**src/hw/rtl/cvdp_pkg.sv**
```systemverilog
package cvdp_pkg;

  localparam int DataW  = 32;
  localparam int ProdW  = 40;
  localparam int WideW  = 48;
  localparam int NumOsc = 3;
  localparam int NumIn  = 12;
  localparam int NumOut = 6;
  localparam int IdxW   = 3;
  localparam int BoundW = 31;
  localparam int FracW  = 24;

  localparam logic signed [WideW-1:0] QOne = WideW'(64'sd16777216);

  typedef enum logic [IdxW-1:0] {
    IDX_DETUNE_1     = 3'd0,
    IDX_DETUNE_2     = 3'd1,
    IDX_DETUNE_3     = 3'd2,
    IDX_COUPLING     = 3'd3,
    IDX_EXCITATION   = 3'd4,
    IDX_ESCAPE_BOUND = 3'd5
  } reg_idx_t;

  typedef struct packed {
    logic [BoundW-1:0]              escape_bound;
    logic [DataW-1:0]               excitation;
    logic [DataW-1:0]               coupling;
    logic [NumOsc-1:0][DataW-1:0]   detune;
  } cfg_t;

  typedef struct packed {
    logic                           esc;
    logic [NumOut-1:0][DataW-1:0]   p;
    logic [NumOut-1:0][DataW-1:0]   r;
  } res_t;

  // Q8.24 operands, Q16.24 product, floor rounding
  function automatic logic signed [ProdW-1:0] mulq(input logic signed [DataW-1:0] a,
                                                   input logic signed [DataW-1:0] b);
    logic signed [2*DataW-1:0] p;
    p = a * b;
    return p[2*DataW-1:FracW];
  endfunction

  function automatic logic signed [WideW-1:0] ext32(input logic signed [DataW-1:0] v);
    return {{(WideW-DataW){v[DataW-1]}}, v};
  endfunction

  function automatic logic signed [WideW-1:0] ext40(input logic signed [ProdW-1:0] v);
    return {{(WideW-ProdW){v[ProdW-1]}}, v};
  endfunction

  function automatic logic signed [DataW-1:0] sat32(input logic signed [WideW-1:0] v);
    logic [WideW-DataW:0] top;
    top = v[WideW-1:DataW-1];
    if ((&top) || !(|top)) begin
      return v[DataW-1:0];
    end else if (v[WideW-1]) begin
      return {1'b1, {(DataW-1){1'b0}}};
    end else begin
      return {1'b0, {(DataW-1){1'b1}}};
    end
  endfunction

endpackage

```
**src/hw/rtl/cvdp_out_ser.sv**
```systemverilog
module cvdp_out_ser (
  input  logic                                     clk,
  input  logic                                     rst,
  input  logic                                     in_valid,
  output logic                                     in_ready,
  input  cvdp_pkg::res_t                           in_res,
  output logic                                     m_axis_tvalid,
  input  logic                                     m_axis_tready,
  output logic [cvdp_pkg::NumOut*cvdp_pkg::DataW-1:0] m_axis_tdata,
  output logic                                     m_axis_tlast,
  output logic                                     m_axis_tuser
);
  import cvdp_pkg::*;

  logic full;
  logic phase;
  res_t held;
  logic beat;
  logic load;

  assign beat     = full && m_axis_tready;
  assign in_ready = !full || (beat && phase);
  assign load     = in_valid && in_ready;

  always_ff @(posedge clk) begin
    if (rst) begin
      full  <= 1'b0;
      phase <= 1'b0;
    end else if (load) begin
      full  <= 1'b1;
      phase <= 1'b0;
    end else if (beat) begin
      full  <= !phase;
      phase <= !phase;
    end
    if (load) begin
      held <= in_res;
    end
  end

  assign m_axis_tvalid = full;
  assign m_axis_tdata  = phase ? held.p : held.r;
  assign m_axis_tlast  = phase;
  assign m_axis_tuser  = held.esc;

endmodule

```
**config.mk**
```make
export PLATFORM = sky130hd
export DESIGN_NAME = cvdp_out_ser
export DESIGN_NICKNAME = d
export VERILOG_FILES = /design/src/hw/rtl/cvdp_pkg.sv /design/src/hw/rtl/cvdp_out_ser.sv
export SDC_FILE = /design/constraint.sdc
export NUM_CORES = 1
export LEC_CHECK = 0
export ABC_AREA = 1
export BUFFER_PORTS_ARGS = -buffer_cell sky130_fd_sc_hd__buf_4
export CORE_AREA = 2 2 228 230
export DETAILED_ROUTE_END_ITERATION = 10
export DIE_AREA = 0 0 230 232
export GPL_ROUTABILITY_DRIVEN = 1
export PLACE_DENSITY = 0.55
export SLEW_MARGIN = 20
export SYNTH_ARGS = -nofsm -noshare
export SYNTH_HDL_FRONTEND = slang
export SYNTH_SLANG_ARGS = --single-unit
```
**constraint.sdc**
```tcl
create_clock -name clk -period 29.1 [get_ports clk]
set_clock_uncertainty 0.05 [all_clocks]
set_input_delay 1.455 -clock clk [delete_from_list [all_inputs] [get_ports clk]]
set_output_delay 1.455 -clock clk [all_outputs]
set_load 0.01 [all_outputs]
```
==> impl_metrics.json <==
{
  "fin_crit_ps": 4390,
  "hold_path.startpoint": "m_axis_tvalid",
  "design_area_um2": 20400,
  "cts.clk_slew.worst_paths_ps": 60,
  "ys_top_cells_by_area": "edfxtp_1 (82%), nand2_1 (15%), buf_6 (1.5%)",
  "post_cts_buffers": 0,
  "synthArstFlopShare_pct": 0,
  "syn_avg_cell_area_um2": 13.9,
  "crit_slowest_cell": "buf_4",
  "hold_class": "reg -> reg",
  "cp.required_ps": 29210,
  "drv_cap": 0,
  "antenna_left": 0,
  "fin_crit_sh_pct": 15.1,
  "cp_max_fo": 85,
  "dpl_cell_area_um2": 19100,
  "slew_viol_final": 0,
  "holdPathStages": 4,
  "layout.nets": 2003,
  "reg2regPathDepth": 5,
  "end_kind": "flip-flop",
  "routedWlPerCell_um": 16.9,
  "drt-pass1-iter-count": 6,
  "hold_viol": 0,
  "drt_iter0_drc": 447,
  "synth_top_area_share_pct": 81.6,
  "rows": 83,
  "grt_start_max_net_pins": 177,
  "relSlewSlack_pct": 28.6,
  "ios": 585,
  "antenna_found_initial": 2,
  "initial_core_util_pct": 27.8,
  "cts_root_buffer": "clkbuf_16",
  "syn_inst": 1019,
  "seq_area_um2": 11600,
  "track_usage_pct": 13.9,
  "die_w_um": 230,
  "fin_tns_setup_ps": 0,
  "dp_hpwl_mm": 27.8,
  "finalWirelength_mm": 39.2,
  "p_total_uw": 1300,
  "clockBufferDepth": 3,
  "seq_area_frac_synth_pct": 81.9,
  "htreeDepth": 2,
  "drive_gt1_share_pct": 39.6,
  "synth_edf_count": 385,
  "grt_pass1_wl_mm": 56.3,
  "yosys-top-cells-count": "nand2_1 (581), edfxtp_1 (385), buf_2 (21)",
  "multi_input_area_um2": 2210,
  "path_cells": "buf_4 > nand2_1 > a21oi_4 > buf_4 > buf_4 > buf_4",
  "grt_setup_unrepaired": "false",
  "port_buffers": 584,
  "p_per_area_nw_per_um2": 63.5,
  "ys_types": 10,
  "yosysWarnings": 0,
  "core_um2": 50900,
  "crit_buf_inv": 4,
  "holdPathEnd": "m_axis_tlast",
  "syn2layout_area_growth_pct": 44.3,
  "drc": 0,
  "netlist_area_um2": 14200,
  "ctsResizeCount": 0,
  "routed_via_density": 4.09,
  "worst_pin_slew_ps": 1070,
  "holdBufCountCts": 0,
  "finalSetupViolCount": 0,
  "grt_pass1_vias": 9509,
  "synth_nets": 1408,
  "synth.ff_latch_count": 387,
  "critPathKind": "in -> reg",
  "crit_family": "buffers and inverters",
  "fmax_ghz": 0.228,
  "nFillCells": 4838,
  "synth-main-ff-cell": "edfxtp_1",
  "cts_buffers": 44,
  "status": "completed",
  "clock_latency_ps": 550,
  "gp_congestion": 0.828,
  "critical_path.startpoint_type": "input port",
  "crit_top_cell": "buf_4",
  "vias": 9503,
  "n_antenna_cell": 0,
  "leakage_uw": 0.00883,
  "yosysTopAreaCell": "edfxtp_1",
  "gr-total-overflow": 0,
  "slowest_delay_ps": 950,
  "die_h_um": 232,
  "arrival_ps": 4510,
  "cts_sinks": 387,
  "synth.most_common_cell": "nand2_1",
  "vdd_drop_max_v": 0.0000535,
  "rrSetupSlack_ps": 24970,
  "die_area_um2": 53400,
  "cts_tree": "yes",
  "cp.depth": 6,
  "reg2reg_from": "m_axis_tlast",
  "r2r-end": "held[20]"
}
worst max path at each step:
stage                  start  slack, ps        end
2_1_floorplan  m_axis_tready       7790    held[0]
3_3_place_gp   m_axis_tready      24210   held[24]
3_5_place_dp   m_axis_tready      24150  held[219]
4_1_cts        m_axis_tready      24740  held[109]
5_1_grt        m_axis_tready      24480  held[109]
6_report       m_axis_tready      24710   held[20]
area by class of cell:
cell class	instances	share of cell area (%)
Sequential cell	387	56.8
Timing Repair Buffer	592	21.8
Multi-Input combinational cell	586	10.8
Clock buffer	53	5.66
Tap cell	680	4.16
Clock inverter	23	0.643
Inverter	3	0.0796
metrics by stage:
stage / util [%] / hold slack, ps / cells / setup slack (ps)
finish: 40.2 / 587 / 2324 / 24710
global route: 40.2 / 606 / 2324 / 24480
CTS: 40.2 / 566 / 2324 / 24740
detailed placement: 37.6 / 558 / 2248 / 24150
global placement: 37.6 / 517 / 2248 / 24210
floorplan: - / 537 / 1019 / 7790
routing by layer:
metal	part of all wire [%]	GRT usage [%]
met2	48	23.5
met4	2.4	4.54
met5	0.077	0
met1	37	15.3
met3	12	6.50
kinds of logic (layout without fill, tap and decap cells):
logic type | Yosys count | count (layout) | share of synthesized area, %
simple gates | 583 | 583 | 15.5
buf+inv | 46 | 671 | 2.51
flops | 387 | 387 | 81.9
compound gates | 3 | 3 | 0.106
where the power goes:
group	total [uW]	leakage (uW)	switching (uW)	internal (uW)
combinational	133	0.00451	65.0	67.8
sequential	662	0.00369	8.63	653
clock	504	0.000633	214	289
total	1300	0.00883	288	1010
worst register-to-register path, delay by kind of cell, from the launching register on:
| kind | cells | cell delay [ps] |
|---|---|---|
| AO/OA/AOI/OAI | 1 | 410 |
| AND/OR/NAND/NOR | 1 | 210 |
| buffers and inverters | 3 | 2410 |
| flip-flops | 1 | 620 |
cells in the final DEF, fill, tap and decap left out:
cell type   count
nand2_1       581
clkbuf_16      45
clkinvlp_4      1
buf_12          1
bufinv_16       1
clkinv_1       12
edfxtp_1      385
clkbuf_1        8
dfxtp_1         1
inv_6           2
a21oi_4         1
a21oi_1         2
buf_4         591
nor2_1          2
clkinv_2        8
inv_1           2
dfxtp_4         1
registers in the layout, indices dropped and copies added, names as in the netlist:
signal,cells
m_axis_tvalid,1
held,384
m_axis_tuser,1
m_axis_tlast,1
Power figures use the tool's default switching activity.
