### src/hw/rtl/cvdp_pkg.sv
package cvdp_pkg;

  localparam int DataW  = 32;
  localparam int ProdW  = 40;
  localparam int WideW  = 48;
  localparam int NumOsc = 3;
  localparam int NumIn  = 12;
  localparam int NumOut = 6;
  localparam int IdxW   = 3;
  localparam int BoundW = 31;
  localparam int FracW  = 24;

  localparam logic signed [WideW-1:0] QOne = WideW'(64'sd16777216);

  typedef enum logic [IdxW-1:0] {
    IDX_DETUNE_1     = 3'd0,
    IDX_DETUNE_2     = 3'd1,
    IDX_DETUNE_3     = 3'd2,
    IDX_COUPLING     = 3'd3,
    IDX_EXCITATION   = 3'd4,
    IDX_ESCAPE_BOUND = 3'd5
  } reg_idx_t;

  typedef struct packed {
    logic [BoundW-1:0]              escape_bound;
    logic [DataW-1:0]               excitation;
    logic [DataW-1:0]               coupling;
    logic [NumOsc-1:0][DataW-1:0]   detune;
  } cfg_t;

  typedef struct packed {
    logic                           esc;
    logic [NumOut-1:0][DataW-1:0]   p;
    logic [NumOut-1:0][DataW-1:0]   r;
  } res_t;

  // Q8.24 operands, Q16.24 product, floor rounding
  function automatic logic signed [ProdW-1:0] mulq(input logic signed [DataW-1:0] a,
                                                   input logic signed [DataW-1:0] b);
    logic signed [2*DataW-1:0] p;
    p = a * b;
    return p[2*DataW-1:FracW];
  endfunction

  function automatic logic signed [WideW-1:0] ext32(input logic signed [DataW-1:0] v);
    return {{(WideW-DataW){v[DataW-1]}}, v};
  endfunction

  function automatic logic signed [WideW-1:0] ext40(input logic signed [ProdW-1:0] v);
    return {{(WideW-ProdW){v[ProdW-1]}}, v};
  endfunction

  function automatic logic signed [DataW-1:0] sat32(input logic signed [WideW-1:0] v);
    logic [WideW-DataW:0] top;
    top = v[WideW-1:DataW-1];
    if ((&top) || !(|top)) begin
      return v[DataW-1:0];
    end else if (v[WideW-1]) begin
      return {1'b1, {(DataW-1){1'b0}}};
    end else begin
      return {1'b0, {(DataW-1){1'b1}}};
    end
  endfunction

endpackage

### src/hw/rtl/cvdp_cfg_regs.sv
module cvdp_cfg_regs (
  input  logic                        clk,
  input  logic                        rst,
  input  logic                        cfg_valid,
  output logic                        cfg_ready,
  input  logic [cvdp_pkg::IdxW-1:0]   cfg_index,
  input  logic [cvdp_pkg::DataW-1:0]  cfg_data,
  output cvdp_pkg::cfg_t              cfg
);
  import cvdp_pkg::*;

  assign cfg_ready = 1'b1;

  always_ff @(posedge clk) begin
    if (rst) begin
      cfg.detune       <= '0;
      cfg.coupling     <= '0;
      cfg.excitation   <= DataW'(QOne);
      cfg.escape_bound <= BoundW'(31'h4000_0000);
    end else if (cfg_valid) begin
      case (reg_idx_t'(cfg_index))
        IDX_DETUNE_1:     cfg.detune[0]    <= cfg_data;
        IDX_DETUNE_2:     cfg.detune[1]    <= cfg_data;
        IDX_DETUNE_3:     cfg.detune[2]    <= cfg_data;
        IDX_COUPLING:     cfg.coupling     <= cfg_data;
        IDX_EXCITATION:   cfg.excitation   <= cfg_data;
        IDX_ESCAPE_BOUND: cfg.escape_bound <= cfg_data[BoundW-1:0];
        default: ;
      endcase
    end
  end

endmodule

### config.mk
export PLATFORM = sky130hd
export DESIGN_NAME = cvdp_cfg_regs
export DESIGN_NICKNAME = d
export VERILOG_FILES = /design/src/hw/rtl/cvdp_pkg.sv /design/src/hw/rtl/cvdp_cfg_regs.sv
export SDC_FILE = /design/constraint.sdc
export NUM_CORES = 1
export LEC_CHECK = 0
export ABC_CLOCK_PERIOD_IN_PS = 1000
export BUFFER_PORTS_ARGS = -buffer_cell sky130_fd_sc_hd__buf_2
export CORE_MARGIN = 1.5
export CORE_UTILIZATION = 46
export DETAILED_ROUTE_END_ITERATION = 8
export MAX_ROUTING_LAYER = met4
export PLACE_DENSITY = 0.76
export RECOVER_POWER = 25
export SYNTH_ARGS = -nofsm -noshare
export SYNTH_HDL_FRONTEND = slang
export SYNTH_SLANG_ARGS = --single-unit
### constraint.sdc
create_clock -name clk -period 1 [get_ports clk]
set_input_delay 0 -clock clk [delete_from_list [all_inputs] [get_ports clk]]
set_output_delay 0 -clock clk [all_outputs]
set_load 0.02 [all_outputs]
==> key figures <==
Critical path
  • Nature of the critical path startpoint: register
  • Series of cell instances along the critical path: buf_2
  • Kind of end point of the critical path: output port
  • Number of logic stages on the critical path including buffering: 1
  • CP arrival: about 960 ps
  • Crit Path Class: register to output port
  • Top cell family by delay on the critical path: flip-flops
  • CP Buf/Inv Count: 1
  • Length in cells of the worst reg-to-reg path: 2
  • Largest fanout of any net on the critical path: 2
  • Req. time, crit path: 1000 ps
  • Slowest Stage Delay on Critical Path: 350 ps
  • Critical-path top delay cell: sky130_fd_sc_hd__dfxtp_1

Clock tree
  • CTS root buffer: sky130_fd_sc_hd__clkbuf_16
  • TritonCTS clock tree: yes
  • Clk sink count: 191
  • Clock buffers created by TritonCTS: 17
  • Clock Tree Buf Depth: 2
  • Source-to-sink clock delay at the later pin of the worst-skew pair: 420 ps
  • Clock input transition at the sequential cells of the worst setup and hold paths: 70 ps
  • Htree depth: 4

Finish
  • Number of nets in the layout: just under 1,000
  • Diode count: 0
  • Commonest non-fill, non-tap cells in the layout: sky130_fd_sc_hd__buf_2, sky130_fd_sc_hd__nand2b_1, sky130_fd_sc_hd__mux2i_1, sky130_fd_sc_hd__dfxtp_1, sky130_fd_sc_hd__buf_4
  • Area used by multi-input combinational logic: 3430 µm²
  • Most common cell after layout, fill and taps aside: sky130_fd_sc_hd__buf_2
  • Synth-to-layout area growth: 32.4%
  • Register with the most flip-flops: cfg
  • Flip-flop count of the largest register after layout: 191
  • Fraction of final layout cells sized beyond drive strength 1: 32.1%
  • Area occupied by registers: about 3800 µm²
  • Filler Cells Inserted: 1,296
  • Biggest registers after layout: cfg x191

Logic synthesis
  • Top cell type's share of synthesized area: 51.3%
  • Yosys synthesis warning count: 0
  • Cell taking the most area after synthesis: sky130_fd_sc_hd__dfxtp_1
  • Number of nets in the synthesized netlist: 702
  • Cell Area, Synth: 7450 µm²
  • Post-Synthesis Mean Instance Area: 11.2 µm²
  • Netlist cell types: 14
  • Synthesized flop and latch total: 191
  • Top cells by area, synth: sky130_fd_sc_hd__dfxtp_1, sky130_fd_sc_hd__mux2i_1, sky130_fd_sc_hd__nand2b_1
  • Portion of the post-synthesis area used by sequential elements: around half
  • Gate count of the mapped netlist: 664

Global routing
  • Met2 Use GR: 35.4%
  • Met1 Resource Use GR: between 20% and 30%
  • Overflow left after global routing: 0
  • Wire length of the first global-routing pass: 28,600 µm
  • Global Route Usage Sum: a little under a quarter
  • Antenna violations before repair: 0
  • Met3 Usage GRT: 6.07%
  • Vias in the first global route: around 5,500
  • Layer with the highest usage: met2
  • Largest net degree at the start of global routing: 31

Timing
  • Finish-stage setup viols: 0
  • Endpoints failing hold: 0
  • Clock skew: 0 ps
  • Max Slew Vio Count: 0
  • Transition time at the pin with the least slew margin: around 520 ps
  • Final Cycle Share: a little over nine tenths
  • Final critical delay including setup and external delays: around 960 ps
  • Highest Clock Rate: 1050 MHz
  • Setup_tns: 0 ps
  • RSZ-0062 raised after global routing: false
  • Worst rel slew slack: 65.2%

Power
  • Proportion of power drawn by the clock network: 42.2%
  • Power density cells: 1630 nW/µm²
  • Part of the total power dissipated in sequential elements: 49.0%
  • Pwr Total: 16.0 mW
  • Leakage: 5.27 nW
  • Internal: 12.2 mW
  • Reported net switching power: ~3.8 mW
  • Switching share of power: roughly a quarter
  • Maximum resistive drop on vdd: ~1.1 mV
  • Combinational cell fraction of total power: around 8.8%

Floorplanning
  • Initial cell density of the core: a little under half
  • Area of the die: approximately 17,000 µm²
  • Core area: 15,800 µm²
  • I/O pins: 230
  • Die outline height: about 130 µm
  • Number of rows created at floorplan: 46
  • Die X: 130 µm

Route
  • Number of DRC markers in iteration 0: 201
  • Total DRC errors in the routed layout: 0
  • Total length of routed wires: 18,600 µm
  • Vias per cell: 4.80
  • Count of vias placed by the detailed router: 5,529
  • Antenna Violating Nets Remaining: 0
  • Average detailed-routed wire length per instance: 16.1 µm
  • First-pass detailed-route iteration total: 4

Min path
  • Min-Delay Path Depth: 3
  • Class of the tightest hold or removal check: input pin to register

Flow run
  • Max cap viols: 0

Status
  • Run status: completed

Placed design
  • Routability congestion estimate: 0.801
  • Half-perimeter wire length after placement: roughly 13,000 µm
  • Port bufs: 228
## cells by family (layout without fill, tap and decap cells)
family                 after synthesis  count (layout)  synth area share [%]
flip-flops                         191             191                  51.3
other                                1               1                0.0503
buffers and inverters               48             320                  3.12
multiplexers                       191             191                  25.7
AND/OR/NAND/NOR                    233             233                  19.8
## per-layer routing
| layer | wire length (µm) | vias up |
|---|---|---|
| met3 | 1210 | 24 |
| met1 | 8550 | 2607 |
| met5 | 0 | - |
| li1 | - | 2715 |
| met2 | 8520 | 183 |
| met4 | 295 | 0 |
## area by class of cell
cell class	instances	share of cell area [%]
flip-flops and latches	191	38.8
multi-input cells	425	34.8
repair buffers	289	17.8
clock buffers	19	4.59
well taps	216	2.74
clock inverters	12	1.34
## worst register-to-register path: stages, from the launching register on
cell,delay [ps]
sky130_fd_sc_hd__dfxtp_1,350
sky130_fd_sc_hd__nand2b_1,70
sky130_fd_sc_hd__mux2i_1,160
## power groups by stage
stage	clock (mW)	sequential, mW	combinational (mW)
2_1_floorplan	0	8.23	0.612
3_3_place_gp	0	8.02	1.37
5_1_grt	7.20	7.87	1.51
3_5_place_dp	0	8.03	1.38
4_1_cts	6.89	7.86	1.45
6_report	6.77	7.86	1.41
## path summary, 6_finish.rpt
check	endpoint	startpoint	slack [ps]
worst min-delay path	cfg[162]	cfg_data[2]	8
worst min register to register	cfg[157]	cfg[157]	470
worst max register to register	cfg[179]	cfg[179]	350
worst max-delay path	cfg[9]	cfg[9]	40
## synthesized netlist by cell type
| cell | count |
|---|---|
| sky130_fd_sc_hd__conb_1 | 1 |
| sky130_fd_sc_hd__nor2_1 | 4 |
| sky130_fd_sc_hd__nand4b_1 | 2 |
| sky130_fd_sc_hd__dfxtp_1 | 191 |
| sky130_fd_sc_hd__buf_6 | 3 |
| sky130_fd_sc_hd__buf_2 | 15 |
| sky130_fd_sc_hd__and4b_1 | 1 |
| sky130_fd_sc_hd__mux2i_1 | 191 |
| sky130_fd_sc_hd__buf_4 | 3 |
| sky130_fd_sc_hd__nand4bb_1 | 3 |
| sky130_fd_sc_hd__or4b_1 | 1 |
| sky130_fd_sc_hd__clkbuf_1 | 27 |
| sky130_fd_sc_hd__nor4bb_1 | 1 |
| sky130_fd_sc_hd__nand2b_1 | 221 |
## stage by stage
step	utilization (%)	area, µm²	instances	setup WS [ps]	hold slack [ps]
finish	62.3	9870	1152	43.1	8.46
global route	62.3	9870	1152	0.339	19.3
CTS	62.8	9940	1152	24.9	2.24
detailed placement	57.9	9160	1101	-151	289
global placement	57.9	9160	1101	-136	277
floorplan	-	7470	664	-32.7	167
## repair_timing
action,4_1_cts,5_1_grt
setup endpoints to repair,0,3
endpoints found under the hold margin,82,0
gates resized for setup,0,3
hold buffers,20,0
buffers inserted,0,0
No activity file was read; power rests on OpenSTA's default activity.
